**src/rtl/ffa_pkg.sv**
```systemverilog
`default_nettype none
package ffa_pkg;

  localparam int ARENA_UNITS_DEF = 4096;
  localparam int HDR_UNITS_DEF = 5;

  localparam int REQ_W = 16;
  localparam int OFF_W = 15;
  localparam int LIMIT_W = 13;
  localparam int UNITS_W = 14;

  localparam logic [LIMIT_W-1:0] LIMIT_RESET = 13'd4096;

  localparam logic OP_ALLOC = 1'b0;
  localparam logic OP_FREE = 1'b1;

  localparam logic STATUS_OK = 1'b0;
  localparam logic STATUS_FAIL = 1'b1;

  typedef struct packed {
    logic             op;
    logic [REQ_W-1:0] request_bytes;
    logic [OFF_W-1:0] free_offset;
  } request_t;

  typedef struct packed {
    logic [OFF_W-1:0] payload_offset;
    logic             status;
  } result_t;

endpackage
`default_nettype wire

```
**src/rtl/ffa_ctrl.sv**
```systemverilog
`default_nettype none
module ffa_ctrl #(
  parameter int ARENA_UNITS = ffa_pkg::ARENA_UNITS_DEF,
  parameter int HDR_UNITS = ffa_pkg::HDR_UNITS_DEF
) (
  input  wire                            clk,
  input  wire                            rst,
  input  wire                            start,
  output logic                           busy,
  input  wire  ffa_pkg::request_t        request,
  input  wire  [ffa_pkg::LIMIT_W-1:0]    heap_limit,
  output logic                           done,
  output ffa_pkg::result_t               result,
  output logic                           we_a,
  output logic [$clog2(ARENA_UNITS)-1:0] waddr_a,
  output logic [$clog2(ARENA_UNITS)+1:0] wdata_a,
  output logic [$clog2(ARENA_UNITS)-1:0] raddr_a,
  input  wire  [$clog2(ARENA_UNITS)+1:0] rdata_a,
  output logic                           we_b,
  output logic [$clog2(ARENA_UNITS)-1:0] waddr_b,
  output logic [$clog2(ARENA_UNITS)-1:0] wdata_b,
  output logic [$clog2(ARENA_UNITS)-1:0] raddr_b,
  input  wire  [$clog2(ARENA_UNITS)-1:0] rdata_b
);

  localparam int AW = $clog2(ARENA_UNITS);
  localparam int UW = AW + 1;
  localparam int RW = ffa_pkg::UNITS_W;
  localparam int SW = ((UW > RW) ? UW : RW) + 2;
  localparam int OW = ffa_pkg::OFF_W;

  localparam logic [SW-1:0] HDR_W = SW'(HDR_UNITS);
  localparam logic [SW-1:0] HDR2_W = SW'(2 * HDR_UNITS);
  localparam logic [SW-1:0] ARENA_W = SW'(ARENA_UNITS);

  localparam logic [3:0] S_IDLE   = 4'd0;
  localparam logic [3:0] S_WALK   = 4'd1;
  localparam logic [3:0] S_SPLIT  = 4'd2;
  localparam logic [3:0] S_EXT    = 4'd3;
  localparam logic [3:0] S_FSTART = 4'd4;
  localparam logic [3:0] S_FWALK  = 4'd5;
  localparam logic [3:0] S_FCHK   = 4'd6;
  localparam logic [3:0] S_FB     = 4'd7;
  localparam logic [3:0] S_FN     = 4'd8;
  localparam logic [3:0] S_FP     = 4'd9;
  localparam logic [3:0] S_FPW    = 4'd10;

  logic [3:0]       state, state_next;
  logic [UW-1:0]    cur, cur_next;
  logic [AW-1:0]    last, last_next;
  logic [RW-1:0]    units, units_next;
  logic [OW-1:0]    off, off_next;
  logic [UW-1:0]    pay_r, pay_r_next;
  logic [AW-1:0]    prev_r, prev_r_next;
  logic [AW-1:0]    aux, aux_next;
  logic [UW-1:0]    heap_end, heap_end_next;
  logic             done_next;
  ffa_pkg::result_t result_next;

  logic [RW+2:0] req_sum;
  logic [SW-1:0] rd_pay, cur_w, he_w, units_w, payr_w, b_w, lim_w;
  logic          rd_used, unit_low;
  logic [SW-1:0] nxt_rd, b_nxt, merged, b_merged_nxt, p_merged_nxt;
  logic [SW-1:0] nb, rem, split_nxt, ext_end, ofs_cur, ofs_he;
  logic          split_cond, ext_fail;

  assign req_sum = {1'b0, request.request_bytes} + (RW+3)'(7);
  assign rd_pay = SW'(rdata_a[UW:1]);
  assign rd_used = rdata_a[0];
  assign cur_w = SW'(cur);
  assign he_w = SW'(heap_end);
  assign units_w = SW'(units);
  assign payr_w = SW'(pay_r);
  assign unit_low = SW'(off[OW-1:3]) < HDR_W;
  assign b_w = SW'(off[OW-1:3]) - HDR_W;
  assign lim_w = (SW'(heap_limit) < ARENA_W) ? SW'(heap_limit) : ARENA_W;
  assign nxt_rd = cur_w + HDR_W + rd_pay;
  assign b_nxt = b_w + HDR_W + rd_pay;
  assign merged = payr_w + HDR_W + rd_pay;
  assign b_merged_nxt = b_w + HDR_W + merged;
  assign p_merged_nxt = SW'(prev_r) + HDR_W + merged;
  assign nb = cur_w + HDR_W + units_w;
  assign rem = rd_pay - units_w - HDR_W;
  assign split_cond = rd_pay > (units_w + HDR2_W);
  assign split_nxt = cur_w + HDR_W + payr_w;
  assign ext_end = he_w + HDR_W + units_w;
  assign ext_fail = (ext_end > lim_w) || ((he_w + HDR_W) >= ARENA_W);
  assign ofs_cur = cur_w + HDR_W;
  assign ofs_he = he_w + HDR_W;

  assign busy = (state != S_IDLE);

  always_comb begin
    state_next = state;
    cur_next = cur;
    last_next = last;
    units_next = units;
    off_next = off;
    pay_r_next = pay_r;
    prev_r_next = prev_r;
    aux_next = aux;
    heap_end_next = heap_end;
    done_next = 1'b0;
    result_next = result;
    we_a = 1'b0;
    waddr_a = cur[AW-1:0];
    wdata_a = {rd_pay[UW-1:0], 1'b0};
    raddr_a = '0;
    we_b = 1'b0;
    waddr_b = '0;
    wdata_b = '0;
    raddr_b = '0;
    unique case (state)
      S_IDLE: begin
        if (start) begin
          units_next = req_sum[RW+2:3];
          off_next = request.free_offset;
          cur_next = '0;
          last_next = '0;
          if (request.op == ffa_pkg::OP_FREE) begin
            state_next = S_FSTART;
          end else if (heap_end != '0) begin
            state_next = S_WALK;
          end else begin
            state_next = S_EXT;
          end
        end
      end
      S_WALK: begin
        if (!rd_used && (rd_pay >= units_w)) begin
          if (split_cond) begin
            we_a = 1'b1;
            waddr_a = nb[AW-1:0];
            wdata_a = {rem[UW-1:0], 1'b0};
            we_b = 1'b1;
            waddr_b = nb[AW-1:0];
            wdata_b = cur[AW-1:0];
            aux_next = nb[AW-1:0];
            pay_r_next = rd_pay[UW-1:0];
            state_next = S_SPLIT;
          end else begin
            we_a = 1'b1;
            waddr_a = cur[AW-1:0];
            wdata_a = {rd_pay[UW-1:0], 1'b1};
            done_next = 1'b1;
            result_next = '{payload_offset: {ofs_cur[11:0], 3'b000},
                            status: ffa_pkg::STATUS_OK};
            state_next = S_IDLE;
          end
        end else begin
          last_next = cur[AW-1:0];
          cur_next = nxt_rd[UW-1:0];
          if (nxt_rd < he_w) begin
            raddr_a = nxt_rd[AW-1:0];
          end else begin
            state_next = S_EXT;
          end
        end
      end
      S_SPLIT: begin
        we_a = 1'b1;
        waddr_a = cur[AW-1:0];
        wdata_a = {units_w[UW-1:0], 1'b1};
        if (split_nxt < he_w) begin
          we_b = 1'b1;
          waddr_b = split_nxt[AW-1:0];
          wdata_b = aux;
        end
        done_next = 1'b1;
        result_next = '{payload_offset: {ofs_cur[11:0], 3'b000},
                        status: ffa_pkg::STATUS_OK};
        state_next = S_IDLE;
      end
      S_EXT: begin
        done_next = 1'b1;
        state_next = S_IDLE;
        if (ext_fail) begin
          result_next = '{payload_offset: '0, status: ffa_pkg::STATUS_FAIL};
        end else begin
          we_a = 1'b1;
          waddr_a = heap_end[AW-1:0];
          wdata_a = {units_w[UW-1:0], 1'b1};
          we_b = 1'b1;
          waddr_b = heap_end[AW-1:0];
          wdata_b = last;
          heap_end_next = ext_end[UW-1:0];
          result_next = '{payload_offset: {ofs_he[11:0], 3'b000},
                          status: ffa_pkg::STATUS_OK};
        end
      end
      S_FSTART: begin
        if (unit_low) begin
          done_next = 1'b1;
          result_next = '{payload_offset: off, status: ffa_pkg::STATUS_OK};
          state_next = S_IDLE;
        end else if ((heap_end != '0) && (b_w != '0)) begin
          state_next = S_FWALK;
        end else begin
          state_next = S_FCHK;
        end
      end
      S_FWALK: begin
        cur_next = nxt_rd[UW-1:0];
        if ((nxt_rd < he_w) && (nxt_rd < b_w)) begin
          raddr_a = nxt_rd[AW-1:0];
        end else begin
          state_next = S_FCHK;
        end
      end
      S_FCHK: begin
        if ((cur_w != b_w) || (b_w >= he_w)) begin
          done_next = 1'b1;
          result_next = '{payload_offset: off, status: ffa_pkg::STATUS_OK};
          state_next = S_IDLE;
        end else begin
          raddr_a = b_w[AW-1:0];
          raddr_b = b_w[AW-1:0];
          state_next = S_FB;
        end
      end
      S_FB: begin
        we_a = 1'b1;
        waddr_a = b_w[AW-1:0];
        wdata_a = {rd_pay[UW-1:0], 1'b0};
        pay_r_next = rd_pay[UW-1:0];
        prev_r_next = rdata_b;
        if (b_nxt < he_w) begin
          raddr_a = b_nxt[AW-1:0];
          state_next = S_FN;
        end else begin
          state_next = S_FP;
        end
      end
      S_FN: begin
        if (!rd_used) begin
          pay_r_next = merged[UW-1:0];
          we_a = 1'b1;
          waddr_a = b_w[AW-1:0];
          wdata_a = {merged[UW-1:0], 1'b0};
          if (b_merged_nxt < he_w) begin
            we_b = 1'b1;
            waddr_b = b_merged_nxt[AW-1:0];
            wdata_b = b_w[AW-1:0];
          end
        end
        state_next = S_FP;
      end
      S_FP: begin
        if (b_w != '0) begin
          raddr_a = prev_r;
          state_next = S_FPW;
        end else begin
          done_next = 1'b1;
          result_next = '{payload_offset: off, status: ffa_pkg::STATUS_OK};
          state_next = S_IDLE;
        end
      end
      S_FPW: begin
        if (!rd_used) begin
          we_a = 1'b1;
          waddr_a = prev_r;
          wdata_a = {merged[UW-1:0], 1'b0};
          if (p_merged_nxt < he_w) begin
            we_b = 1'b1;
            waddr_b = p_merged_nxt[AW-1:0];
            wdata_b = prev_r;
          end
        end
        done_next = 1'b1;
        result_next = '{payload_offset: off, status: ffa_pkg::STATUS_OK};
        state_next = S_IDLE;
      end
      default: begin
        state_next = S_IDLE;
      end
    endcase
  end

  always_ff @(posedge clk) begin
    if (rst) begin
      state <= S_IDLE;
      heap_end <= '0;
      done <= 1'b0;
    end else begin
      state <= state_next;
      heap_end <= heap_end_next;
      done <= done_next;
    end
  end

  always_ff @(posedge clk) begin
    cur <= cur_next;
    last <= last_next;
    units <= units_next;
    off <= off_next;
    pay_r <= pay_r_next;
    prev_r <= prev_r_next;
    aux <= aux_next;
    result <= result_next;
  end

endmodule
`default_nettype wire

```
**config.mk**
```make
export PLATFORM = sky130hd
export DESIGN_NAME = ffa_ctrl
export DESIGN_NICKNAME = d
export VERILOG_FILES = /design/src/rtl/ffa_pkg.sv /design/src/rtl/ffa_ctrl.sv
export SDC_FILE = /design/constraint.sdc
export NUM_CORES = 1
export LEC_CHECK = 0
export BUFFER_PORTS_ARGS = -buffer_cell sky130_fd_sc_hd__buf_4
export CAP_MARGIN = 10
export CELL_PAD_IN_SITES_DETAIL_PLACEMENT = 2
export CELL_PAD_IN_SITES_GLOBAL_PLACEMENT = 2
export CORE_MARGIN = 2
export CORE_UTILIZATION = 37
export DETAILED_ROUTE_END_ITERATION = 7
export GPL_ROUTABILITY_DRIVEN = 0
export PLACE_DENSITY = 0.88
export SYNTH_ARGS = -nofsm -noshare
export SYNTH_HDL_FRONTEND = slang
export SYNTH_SLANG_ARGS = --single-unit
```
**constraint.sdc**
```tcl
create_clock -name clk -period 10.2 [get_ports clk]
set_input_delay 2.04 -clock clk [delete_from_list [all_inputs] [get_ports clk]]
set_output_delay 2.04 -clock clk [all_outputs]
set_load 0.02 [all_outputs]
```
==> flow_summary.toml <==
[layout]
syn_to_final_growth_pct = 16.67
multiInputGateArea_um2 = 12300
fin_area_um2 = 19410
nNetsFinal = 2552
drive_above_1_share_pct = 13.27
fillers = 4937
ff_latch_area_um2 = 3573

[setup_path]
critPathLaunch = "cur[0]"
critPathArrivalTime_ps = 8790
r2r-start = "cur[0]"
critPathKind = "reg -> out"
critPathSlowestCell = "a21boi_0"
cp_max_fo = 14
worstPathRequired_ps = 8160
path_cells = "ha_1, o21ai_0, xnor2_1, ha_1, and2_1, a311oi_1, a211oi_1, nor2_1, a21boi_0, ha_1, nor3_1, a221oi_1, o21ai_0, a21boi_0, o21ai_0, and4_1, a221o_1, buf_4"
endpoint_kind = "output port"
start_kind = "flop"
critPathMaxStageDelay_ps = 970

[route]
viasPerCell = 6.851
met3_length_um = 11450
wl_per_cell_um = 33.84
drt-initial-drc-count = 2150
wl_met2_um = 40210
top_layer_used = "met5"
wl_met1_um = 34300
wl_um = 94770
firstDrtPassIters = 6
drcViolationCount = 0
ant_nets = 0
via_count = 19189

[global_routing]
grt_remaining_overflow = 0
antenna_found_initial = 9
grt_max_degree = 37
grt_pass1_vias = 20309
grt_pass1_wl_um = 134700
grtUsageTotal_pct = 39.25

[synth]
synth_area_um2 = 16640
synth.most_common_cell = "ha_1"
synth_edf_count = 107
async_flop_share_pct = 0
syn_area_per_cell_um2 = 8.228
yosys-top-cells-area = "ha_1, edfxtp_1, xnor2_1"
syn_inst = 2022
yosysUniqueCellTypes = 90
yosysTopAreaCellShare_pct = 21.13
seq_area_frac_synth_pct = 21.48
yosys_warnings = 0
synth_seq_cells = 125
synth_nets = 2386
yosys.area.top_type = "ha_1"
netlist_top_cells_count = "ha_1, nand2_1, nor2_1"
synth_top_flop_cell = "edfxtp_1"

[timing]
worst_pin_slew_ps = 1441
tns_ps = -7191
min_period_ps = 10830
maxSlewHeadroom_pct = 3.608
hold_viol = 0
maxSlewViolCount = 0
setup_slack_ps = -629.2
finalSetupViolations = 12
fin_skew_ps = 19.59
fin_crit_sh_pct = 106.2
max_freq_mhz = 92.34

[placed_design]
place_area_um2 = 18700
hpwlAfterDp_um = 71200
portBuffers = 167
place_ws_ps = 203.8

[pwr]
p_leak_uw = 0.008374
p_per_area_nw_per_um2 = 385.4
power.total_uw = 7480
ir_worst_vdd_mv = 0.1675

[die]
start_util_pct = 37.54
die_area_um2 = 46680
num_rows = 77
io_pins = 168
core-area_um2 = 44320
dieHeight_um = 216.1
die_x_um = 216.1

[clock_network]
cts.sinks = 125
numCtsBuffers = 17
htreeDepth = 4
cts_hold_buf = 0
cts_tree = "yes"
cts_buffer_depth = 2
clock_latency_ps = 480
root_buffer = "clkbuf_16"
clk_pin_slew_ps = 70

[outcome]
violations = "negative setup slack"
status = "complete, but fails checks"

[hold_path]
worstHoldStart = "off[1]"
hold_class = "reg -> reg"

[job]
cap_violations = 0
## state kept, by name, summed over array words and instances, names as in the netlist
name / flops
result: 16
cur: 13
done: 1
heap_end: 13
units: 14
pay_r: 13
last: 12
off: 15
aux: 12
state: 4
prev_r: 12
## per-stage QoR
stage | util [%] | cells | hold WS [ps]
final | 43.80 | 2801 | 539.6
after global routing | 43.75 | 2793 | 558.8
after CTS | 43.57 | 2789 | 537.4
after detailed placement | 42.20 | 2757 | 511.5
after global placement | 42.20 | 2757 | 505.0
after floorplan | - | 2022 | 457.8
## power breakdown
group | switching, µW | leakage, µW | total [µW] | internal [µW]
clock | 293 | 0.000288 | 684 | 392
sequential | 246 | 0.00116 | 1040 | 792
combinational | 3780 | 0.00693 | 5760 | 1980
total | 4320 | 0.00837 | 7480 | 3160
## final timing paths
kind         slack [ps]  cells past startpoint         end
max                -630                     18  raddr_a[5]
min                 540                      1   result[2]
max reg2reg        1980                     17    state[0]
min reg2reg         540                      1   result[2]
## layer usage
layer,global-route usage (%),vias up
li1,-,7838
met1,44.82,9432
met2,59.01,1372
met3,14.61,543
met4,31.16,4
met5,0,-
## critical path, delay by kind of cell, from the launching register on
| kind | cells | cell delay [ps] |
|---|---|---|
| compound gates | 9 | 4250 |
| xor+xnor | 1 | 930 |
| fa+ha+maj | 3 | 1110 |
| buf+inv | 1 | 170 |
| flops | 1 | 700 |
| simple gates | 4 | 1120 |
## placed cells by master, fill, tap and decap left out, drive strengths merged, types with 14 or more instances in the layout
cell,netlist,routed
nor2b,30,30
dfxtp,18,18
o211ai,23,23
nand3,40,40
and3,30,30
a221oi,24,24
xnor2,116,116
a21o,30,30
a22oi,19,19
buf,16,212
nand2,192,192
ha,281,281
clkbuf,48,20
nand4,18,18
o21ai,152,152
a221o,24,24
a22o,22,22
a21oi,124,124
o21a,30,30
nor3,53,53
a211oi,31,31
nor4,20,20
nor2,164,164
a31oi,20,20
inv,149,151
edfxtp,107,107
nand2b,21,21
xor2,40,40
and2,14,14
## area by class of cell
type	instances	share of cell area, %
multi-input combinational	1680	63.36
sequential	125	18.41
timing repair buffer	213	8.257
tap	592	3.816
inverter	151	2.920
clock buffer	19	2.282
clock inverter	13	0.8508
antenna	8	0.1031
## cells by family (layout without fill, tap and decap cells)
kind of cell / count (synthesis) / after routing / synth area share [%]
compound gates: 602 / 602 / 24.37
xor+xnor: 156 / 156 / 8.348
fa+ha+maj: 290 / 290 / 22.22
buf+inv: 217 / 396 / 5.129
flops: 125 / 125 / 21.48
mux: 9 / 9 / 0.5565
other cells: 0 / 8 / 0
simple gates: 623 / 623 / 17.91
## timing repair
item                                    in CTS  in global routing
endpoints found under the setup margin       0                 24
buffers inserted                             0                  2
gates resized for setup                      0                 10
Note: power is estimated with default switching activity, not from simulation.
